$ cat config.mk
export PLATFORM = sky130hd
export DESIGN_NAME = csv_line_field_splitter
export DESIGN_NICKNAME = d
export VERILOG_FILES = /design/src/rtl/csvs_pkg.sv /design/src/rtl/csvs_step.sv /design/src/rtl/csvs_result_fifo.sv /design/src/rtl/csv_line_field_splitter.sv
export VERILOG_INCLUDE_DIRS = /design/src /design/src/rtl
export SDC_FILE = /design/constraint.sdc
export NUM_CORES = 1
export LEC_CHECK = 0
export ABC_CLOCK_PERIOD_IN_PS = 4000
export BUFFER_PORTS_ARGS = -buffer_cell sky130_fd_sc_hd__clkbuf_2
export CORE_MARGIN = 3
export CORE_UTILIZATION = 50
export CTS_BUF_LIST = sky130_fd_sc_hd__clkbuf_8
export CTS_CLUSTER_DIAMETER = 60
export DETAILED_ROUTE_END_ITERATION = 8
export HOLD_SLACK_MARGIN = 0.06
export PLACE_DENSITY = 0.68
export SYNTH_ARGS = -nofsm -noshare
export SYNTH_HDL_FRONTEND = slang
export SYNTH_SLANG_ARGS = --single-unit
$ cat constraint.sdc
create_clock -name clk -period 4 [get_ports clk]
set_clock_uncertainty 0.05 [all_clocks]
set_input_delay 1 -clock clk [delete_from_list [all_inputs] [get_ports clk]]
set_output_delay 1 -clock clk [all_outputs]
set_load 0.01 [all_outputs]
$ cat src/rtl/csv_line_field_splitter_assert.svh
// assertion macros shared by the csv splitter rtl
// expects clk and rst_n in the scope where a macro is used
`ifndef CSV_LINE_FIELD_SPLITTER_ASSERT_SVH
`define CSV_LINE_FIELD_SPLITTER_ASSERT_SVH

// same-cycle implication, checked out of reset
`define CSVS_ASSERT_IMPL(label, ante, cons) \
    label: assert property (@(posedge clk) disable iff (!rst_n) (ante) |-> (cons)) \
        else $error("csvs assertion failed");

// next-cycle implication, checked out of reset
`define CSVS_ASSERT_NEXT(label, ante, cons) \
    label: assert property (@(posedge clk) disable iff (!rst_n) (ante) |=> (cons)) \
        else $error("csvs assertion failed");

`endif

$ cat src/rtl/csvs_pkg.sv
// types and constants for the csv line field splitter
// no dependencies
package csvs_pkg;

    localparam logic [7:0] QUOTE_BYTE    = 8'h22;
    localparam logic [7:0] CR_BYTE       = 8'h0D;
    localparam logic [7:0] LF_BYTE       = 8'h0A;
    localparam logic [7:0] DEFAULT_DELIM = 8'h2C;
    localparam logic [7:0] FIELD_MAX     = 8'hFF;

    // result queue depth and derived widths
    localparam int QUEUE_DEPTH = 4;
    localparam int PTR_W       = $clog2(QUEUE_DEPTH);
    localparam int CNT_W       = $clog2(QUEUE_DEPTH + 1);

    typedef enum logic [3:0] {
        MODE_UNQUOTED = 4'b0001,
        MODE_QUOTED   = 4'b0010,
        MODE_QSEEN    = 4'b0100,
        MODE_DONE     = 4'b1000
    } mode_t;

    typedef struct packed {
        logic       char_valid;
        logic [7:0] out_char;
        logic       field_end;
        logic       record_end;
        logic [7:0] field_number;
        logic       run_last;
    } result_t;

    typedef struct packed {
        mode_t      mode;
        logic [7:0] field_cnt;
    } parse_state_t;

    typedef struct packed {
        parse_state_t state_next;
        logic         prim_valid;
        result_t      prim;
        logic         fin_valid;
        result_t      fin;
    } step_out_t;

endpackage

$ cat src/rtl/csvs_step.sv
// per-byte parse step: next mode, next field count and up to two results
// depends on csvs_pkg
module csvs_step
    import csvs_pkg::*;
(
    input  parse_state_t state,
    input  logic [7:0]   in_byte,
    input  logic         line_last,
    input  logic [7:0]   delim,
    output step_out_t    step
);

    logic       is_quote;
    logic       treat_unquoted;
    logic       bump;
    logic [7:0] cnt_after;

    assign is_quote = (in_byte == QUOTE_BYTE);
    // a non-quote after a closing-quote candidate falls back to unquoted handling
    assign treat_unquoted = (state.mode == MODE_UNQUOTED) ||
                            ((state.mode == MODE_QSEEN) && !is_quote);

    always_comb
    begin
        mode_t      mode_mid;
        logic       p_valid;
        logic       p_char;
        logic [7:0] p_byte;

        mode_mid = state.mode;
        p_valid  = 1'b0;
        p_char   = 1'b0;
        p_byte   = 8'h00;
        bump     = 1'b0;

        if (treat_unquoted)
        begin
            mode_mid = MODE_UNQUOTED;
            priority if (is_quote)
            begin
                mode_mid = MODE_QUOTED;
            end
            else if (in_byte == delim)
            begin
                p_valid = 1'b1;
                bump    = 1'b1;
            end
            else if ((in_byte == CR_BYTE) || (in_byte == LF_BYTE))
            begin
                mode_mid = MODE_DONE;
            end
            else
            begin
                p_valid = 1'b1;
                p_char  = 1'b1;
                p_byte  = in_byte;
            end
        end
        else if (state.mode == MODE_QSEEN)
        begin
            // doubled quote
            mode_mid = MODE_QUOTED;
            p_valid  = 1'b1;
            p_char   = 1'b1;
            p_byte   = QUOTE_BYTE;
        end
        else if (state.mode == MODE_QUOTED)
        begin
            if (is_quote)
            begin
                mode_mid = MODE_QSEEN;
            end
            else
            begin
                p_valid = 1'b1;
                p_char  = 1'b1;
                p_byte  = in_byte;
            end
        end

        cnt_after = (bump && (state.field_cnt != FIELD_MAX)) ?
                    state.field_cnt + 8'd1 : state.field_cnt;

        step.prim_valid        = p_valid;
        step.prim.char_valid   = p_char;
        step.prim.out_char     = p_byte;
        step.prim.field_end    = !p_char;
        step.prim.record_end   = 1'b0;
        step.prim.field_number = state.field_cnt;
        step.prim.run_last     = !line_last;

        step.fin_valid         = line_last;
        step.fin.char_valid    = 1'b0;
        step.fin.out_char      = 8'h00;
        step.fin.field_end     = 1'b1;
        step.fin.record_end    = 1'b1;
        step.fin.field_number  = cnt_after;
        step.fin.run_last      = 1'b1;

        if (line_last)
        begin
            step.state_next.mode      = MODE_UNQUOTED;
            step.state_next.field_cnt = 8'd0;
        end
        else
        begin
            step.state_next.mode      = mode_mid;
            step.state_next.field_cnt = cnt_after;
        end
    end

endmodule

$ cat src/rtl/csvs_result_fifo.sv
// small result queue taking up to two words per cycle, giving one
// depends on csvs_pkg and the assertion macro header
`include "csv_line_field_splitter_assert.svh"

module csvs_result_fifo
    import csvs_pkg::*;
(
    input  logic       clk,
    input  logic       rst_n,
    input  logic [1:0] push_cnt,
    input  result_t    push_word0,
    input  result_t    push_word1,
    input  logic       pop,
    output result_t    head,
    output logic       not_empty,
    output logic       room2
);

    result_t              mem [QUEUE_DEPTH];
    logic [PTR_W-1:0]     wr_ptr_reg;
    logic [PTR_W-1:0]     wr_ptr_next;
    logic [PTR_W-1:0]     rd_ptr_reg;
    logic [PTR_W-1:0]     rd_ptr_next;
    logic [CNT_W-1:0]     count_reg;
    logic [CNT_W-1:0]     count_next;
    logic [PTR_W-1:0]     wr_ptr_plus1;

    assign wr_ptr_plus1 = wr_ptr_reg + PTR_W'(1);
    assign wr_ptr_next  = wr_ptr_reg + PTR_W'(push_cnt);
    assign rd_ptr_next  = rd_ptr_reg + PTR_W'(pop);
    assign count_next   = count_reg + CNT_W'(push_cnt) - CNT_W'(pop);

    assign head      = mem[rd_ptr_reg];
    assign not_empty = (count_reg != CNT_W'(0));
    assign room2     = (count_reg <= CNT_W'(QUEUE_DEPTH - 2));

    always_ff @(posedge clk)
    begin
        if (push_cnt != 2'd0)
        begin
            mem[wr_ptr_reg] <= push_word0;
        end
        if (push_cnt == 2'd2)
        begin
            mem[wr_ptr_plus1] <= push_word1;
        end
    end

    always_ff @(posedge clk or negedge rst_n)
    begin
        if (!rst_n)
        begin
            wr_ptr_reg <= '0;
            rd_ptr_reg <= '0;
            count_reg  <= '0;
        end
        else
        begin
            wr_ptr_reg <= wr_ptr_next;
            rd_ptr_reg <= rd_ptr_next;
            count_reg  <= count_next;
        end
    end

    `CSVS_ASSERT_IMPL(a_no_overflow, push_cnt != 2'd0, count_next <= CNT_W'(QUEUE_DEPTH))
    `CSVS_ASSERT_IMPL(a_no_underflow, pop, not_empty)
    `CSVS_ASSERT_IMPL(a_ptr_gap, 1'b1, CNT_W'(PTR_W'(wr_ptr_reg - rd_ptr_reg)) == count_reg || count_reg == CNT_W'(QUEUE_DEPTH))

endmodule

$ cat src/rtl/csv_line_field_splitter.sv
// CSV line field splitter: takes one line byte per word and gives field content
// bytes and field-end marks, one result word per cycle while out_ready is high.
// A byte is held in an input register, parsed in one pass and its results go
// into a four-word result queue. Sustained rate is one byte per clock while each
// byte yields at most one result and out_ready stays high; a line's last byte
// that also emits a content byte or a delimiter mark yields two words, the
// single-word output port being what limits it. Results reach the output from
// the input register through the result queue. The delimiter is written through
// cfg_write_en/delimiter_char and should only change while the block is idle.
// depends on csvs_pkg, csvs_step, csvs_result_fifo and the assertion macro header
`include "csv_line_field_splitter_assert.svh"

module csv_line_field_splitter
    import csvs_pkg::*;
(
    input  logic       clk,
    input  logic       rst_n,
    input  logic       cfg_write_en,
    input  logic [7:0] delimiter_char,
    input  logic       in_valid,
    output logic       in_ready,
    input  logic [7:0] in_byte,
    input  logic       line_last,
    output logic       out_valid,
    input  logic       out_ready,
    output logic       char_valid,
    output logic [7:0] out_char,
    output logic       field_end,
    output logic       record_end,
    output logic [7:0] field_number,
    output logic       run_last
);

    logic         hold_valid_reg;
    logic [7:0]   hold_byte_reg;
    logic         hold_last_reg;
    logic [7:0]   delim_reg;
    parse_state_t state_reg;
    step_out_t    step;
    logic         fire;
    logic         accept;
    logic         room2;
    logic         pop;
    logic [1:0]   push_cnt;
    result_t      push_word0;
    result_t      push_word1;
    result_t      head;

    // byte leaves the input register once the queue can take both results
    assign fire     = hold_valid_reg && room2;
    assign in_ready = !hold_valid_reg || fire;
    assign accept   = in_valid && in_ready;

    always_ff @(posedge clk or negedge rst_n)
    begin
        if (!rst_n)
        begin
            hold_valid_reg <= 1'b0;
        end
        else if (accept)
        begin
            hold_valid_reg <= 1'b1;
        end
        else if (fire)
        begin
            hold_valid_reg <= 1'b0;
        end
    end

    always_ff @(posedge clk)
    begin
        if (accept)
        begin
            hold_byte_reg <= in_byte;
            hold_last_reg <= line_last;
        end
    end

    always_ff @(posedge clk or negedge rst_n)
    begin
        if (!rst_n)
        begin
            delim_reg       <= DEFAULT_DELIM;
            state_reg.mode  <= MODE_UNQUOTED;
            state_reg.field_cnt <= 8'd0;
        end
        else
        begin
            if (cfg_write_en)
            begin
                delim_reg <= delimiter_char;
            end
            if (fire)
            begin
                state_reg <= step.state_next;
            end
        end
    end

    csvs_step u_step (
        .state     (state_reg),
        .in_byte   (hold_byte_reg),
        .line_last (hold_last_reg),
        .delim     (delim_reg),
        .step      (step)
    );

    // pack results so the first queue word is always the earlier one
    always_comb
    begin
        push_word0 = step.prim_valid ? step.prim : step.fin;
        push_word1 = step.fin;
        if (!fire)
        begin
            push_cnt = 2'd0;
        end
        else
        begin
            push_cnt = {1'b0, step.prim_valid} + {1'b0, step.fin_valid};
        end
    end

    assign pop = out_valid && out_ready;

    csvs_result_fifo u_queue (
        .clk        (clk),
        .rst_n      (rst_n),
        .push_cnt   (push_cnt),
        .push_word0 (push_word0),
        .push_word1 (push_word1),
        .pop        (pop),
        .head       (head),
        .not_empty  (out_valid),
        .room2      (room2)
    );

    assign char_valid   = head.char_valid;
    assign out_char     = head.out_char;
    assign field_end    = head.field_end;
    assign record_end   = head.record_end;
    assign field_number = head.field_number;
    assign run_last     = head.run_last;

    `CSVS_ASSERT_NEXT(a_line_end_clears, fire && hold_last_reg, state_reg.field_cnt == 8'd0 && state_reg.mode == MODE_UNQUOTED)
    `CSVS_ASSERT_IMPL(a_record_end_closes, out_valid && record_end, field_end && run_last && !char_valid)
    `CSVS_ASSERT_IMPL(a_kind_exclusive, out_valid, char_valid != field_end)
    `CSVS_ASSERT_IMPL(a_fin_only_on_last, fire && step.fin_valid, hold_last_reg)

endmodule

==> flow_summary.json <==
{
  "hpwl_mm": 9.66,
  "endpoint_kind": "flop",
  "drt_pass1_iterations": 5,
  "synth_compound_gate_area_share": 0.157,
  "synthCells": 544,
  "worstHoldPathCells": 2,
  "grt_usage": 0.225,
  "arrival_ps": 3570,
  "cts_resized": 0,
  "initial_utilization": 0.526,
  "outcome": "finished, final reports clean",
  "timing.max_cap.violations": 0,
  "yosys.area_share.simple": 0.167,
  "fillers": 934,
  "die_w_um": 114,
  "synth_edf_count": 41,
  "largest_reg_flops": 80,
  "setup_viol": 0,
  "hold_violations": 0,
  "grt_antenna_before_repair": 0,
  "drive_above_1_share": 0.241,
  "max_slew.worst_pin.slew_ps": 1040,
  "p_int_mw": 2.94,
  "cts_buffer_depth": 2,
  "reg2reg_slack_ps": 440,
  "wl_per_cell_um": 18.9,
  "cts_buffers": 17,
  "postSynthAreaPerCell_sq_um": 10.8,
  "slew_headroom": 0.305,
  "fmax_mhz": 281,
  "synth_nets": 574,
  "grt_overflow": 0,
  "place_congestion": 0.855,
  "muxShareOfSynthArea": 0.104,
  "p_per_area_mw_per_mm2": 714,
  "ff2ff_path_depth": 9,
  "grt_first_pass_wirelength_mm": 22.9,
  "dieHeight_um": 114,
  "synth_top_cell_by_area": "edfxtp_1",
  "syn_area_sq_mm": 0.00587,
  "finalPower_mw": 4.67,
  "p_sw_frac": 0.371,
  "path_clk_slew_ps": 70,
  "die-area_sq_mm": 0.0131,
  "clk_latency_ps": 420,
  "synth_top_flop_cell": "dfxtp_1",
  "layout_commonest_cell": "o21ai_0",
  "n_antenna_cell": 0,
  "fin_setup_tns_ps": 0,
  "netlist_top_cells_area": "edfxtp_1 (21%), dfxtp_1 (16%), dfrtp_1 (10%), mux4_2 (7.7%), o21ai_0 (5.5%)",
  "fin_crit_sh": 0.889,
  "worst-setup-path-type": "reg -> reg",
  "port_buffers": 43,
  "crit_slowest_cell": "or3_1",
  "crit_chain": "xor2_1 > nor4_1 > and2_1 > nor2_1 > o41ai_4 > ha_1 > nor2_1 > or3_1 > nand2_1",
  "viasPerCell": 6.08,
  "ys_ff_latch": 117,
  "cts.sinks": 117,
  "max_stage_delay_ps": 530,
  "synth_seq_area_share": 0.493,
  "drtIter0Drc": 362,
  "cts_tree": "built",
  "fin_nets": 606,
  "synthAdderAreaFrac": 0.0183,
  "synth_top_family_by_area": "simple AND/OR/NAND/NOR gates",
  "rows": 38,
  "htreeDepth": 4,
  "vias": 4432,
  "max-vdd-ir-drop_mv": 0.438,
  "hold_buffers": 0,
  "drc": 0,
  "cp_data_required_time_ps": 4020,
  "crit_fanout": 9,
  "design.core.area_sq_mm": 0.0112,
  "placed_cell_area_sq_mm": 0.00617,
  "grt_setup_unrepaired": "false",
  "yosysWarnings": 0,
  "p_leak_nw": 2.50,
  "switching_power_mw": 1.73,
  "min_path_type": "reg -> reg",
  "synthXorXnorAreaFrac": 0.0209,
  "crit_top_cell": "nor2_1",
  "yosysTopAreaCellShare": 0.210,
  "start_kind": "flop",
  "wirelength_mm": 13.8,
  "synth-async-reset-ratio": 0.239,
  "post_cts_buffers": 0,
  "cts-root-buf": "clkbuf_8",
  "min_period_ps": 3560,
  "final_antenna_net_count": 0,
  "clkPwrFrac": 0.215,
  "yosysUniqueCellTypes": 60,
  "final_area_sq_mm": 0.00654,
  "io-pin-count": 44,
  "pwr-share-comb": 0.372,
  "layout_common_cells": "o21ai_0 (65), dfxtp_1 (48), clkbuf_2 (43)",
  "maxSlewViolCount": 0,
  "grt_pass1_vias": 4385,
  "pwr-share-seq": 0.412,
  "grt_max_degree": 29,
  "syn_to_final_growth_pct": 11.4
}
==> power by group through the flow <==
stage	Clock, mW	Sequential, mW	Combinational [mW]
global placement	0	1.92	1.70
CTS	1.03	1.92	1.75
floorplan	0	1.78	1.35
finish	1.01	1.92	1.74
detailed placement	0	1.95	1.75
global route	1.09	1.97	1.92
==> worst max-delay path: cells and delay by family, from the launching register on <==
| kind | cells | cell delay [ps] |
|---|---|---|
| DFF | 1 | 490 |
| AOI/OAI and AO/OA | 1 | 450 |
| adders and majority gates | 1 | 320 |
| and+or+nand+nor | 6 | 1680 |
| xor gates and xnor gates | 1 | 210 |
==> metrics by stage <==
step,cells,setup slack (ps),utilization,hold slack [ps]
6_report,729,442,0.585,419
5_1_grt,729,222,0.585,444
4_1_cts,729,472,0.585,422
3_5_place_dp,697,486,0.552,406
3_3_place_gp,697,562,0.552,390
2_1_floorplan,544,648,-,383
==> path summary, 6_finish.rpt <==
kind,start,to
max,hold_byte_reg[4]$_DFFE_PP_,u_queue.mem[3][1]$_DFFE_PP_
min,u_queue.mem[3][10]$_SDFFE_PP1P_,u_queue.mem[3][10]$_SDFFE_PP1P_
max reg2reg,hold_byte_reg[4]$_DFFE_PP_,u_queue.mem[3][1]$_DFFE_PP_
min reg2reg,u_queue.mem[3][10]$_SDFFE_PP1P_,u_queue.mem[3][10]$_SDFFE_PP1P_
max in group asynchronous,rst_n,u_queue.count_reg[2]$_DFF_PN0_
min in group asynchronous,rst_n,state_reg[6]$_DFFE_PN0N_
==> final cells by class <==
type / count / area, sq um / share of cell area
inverter: 8 / 30.0 / 0.00459
clock buffer: 18 / 248 / 0.0379
timing repair buffer: 57 / 320 / 0.0490
tap: 140 / 175 / 0.0268
clock inverter: 14 / 124 / 0.0189
sequential: 117 / 2900 / 0.443
multi-input combinational: 375 / 2750 / 0.420
==> synthesized netlist by cell type, drive strengths merged (5+ instances only) <==
cell,number
o21ai,72
dfxtp,48
nand2,43
edfxtp,41
nand3,36
a21oi,35
clkbuf,29
dfrtp,24
a31oi,23
mux4,20
nor2,16
buf,15
nor3,12
and2,11
mux2,10
xor2,10
nand2b,9
inv,8
or3,8
ha,7
nor2b,6
nor4,6
mux2i,5
==> routing by layer <==
layer | vias to the layer above | part of all wire | track usage
li1 | 2097 | - | -
met1 | 2133 | 0.45 | 0.307
met2 | 179 | 0.47 | 0.357
met3 | 23 | 0.069 | 0.0529
met4 | 0 | 0.017 | 0.0689
met5 | - | 0 | 0
==> cell families after synthesis <==
family / count (synthesis)
multiplexers: 35
buffers and inverters: 52
adder cells (fa/ha/maj): 8
flip-flops: 117
AO/OA/AOI/OAI: 153
XOR/XNOR: 14
AND/OR/NAND/NOR: 165
Power figures use the tool's default switching activity.
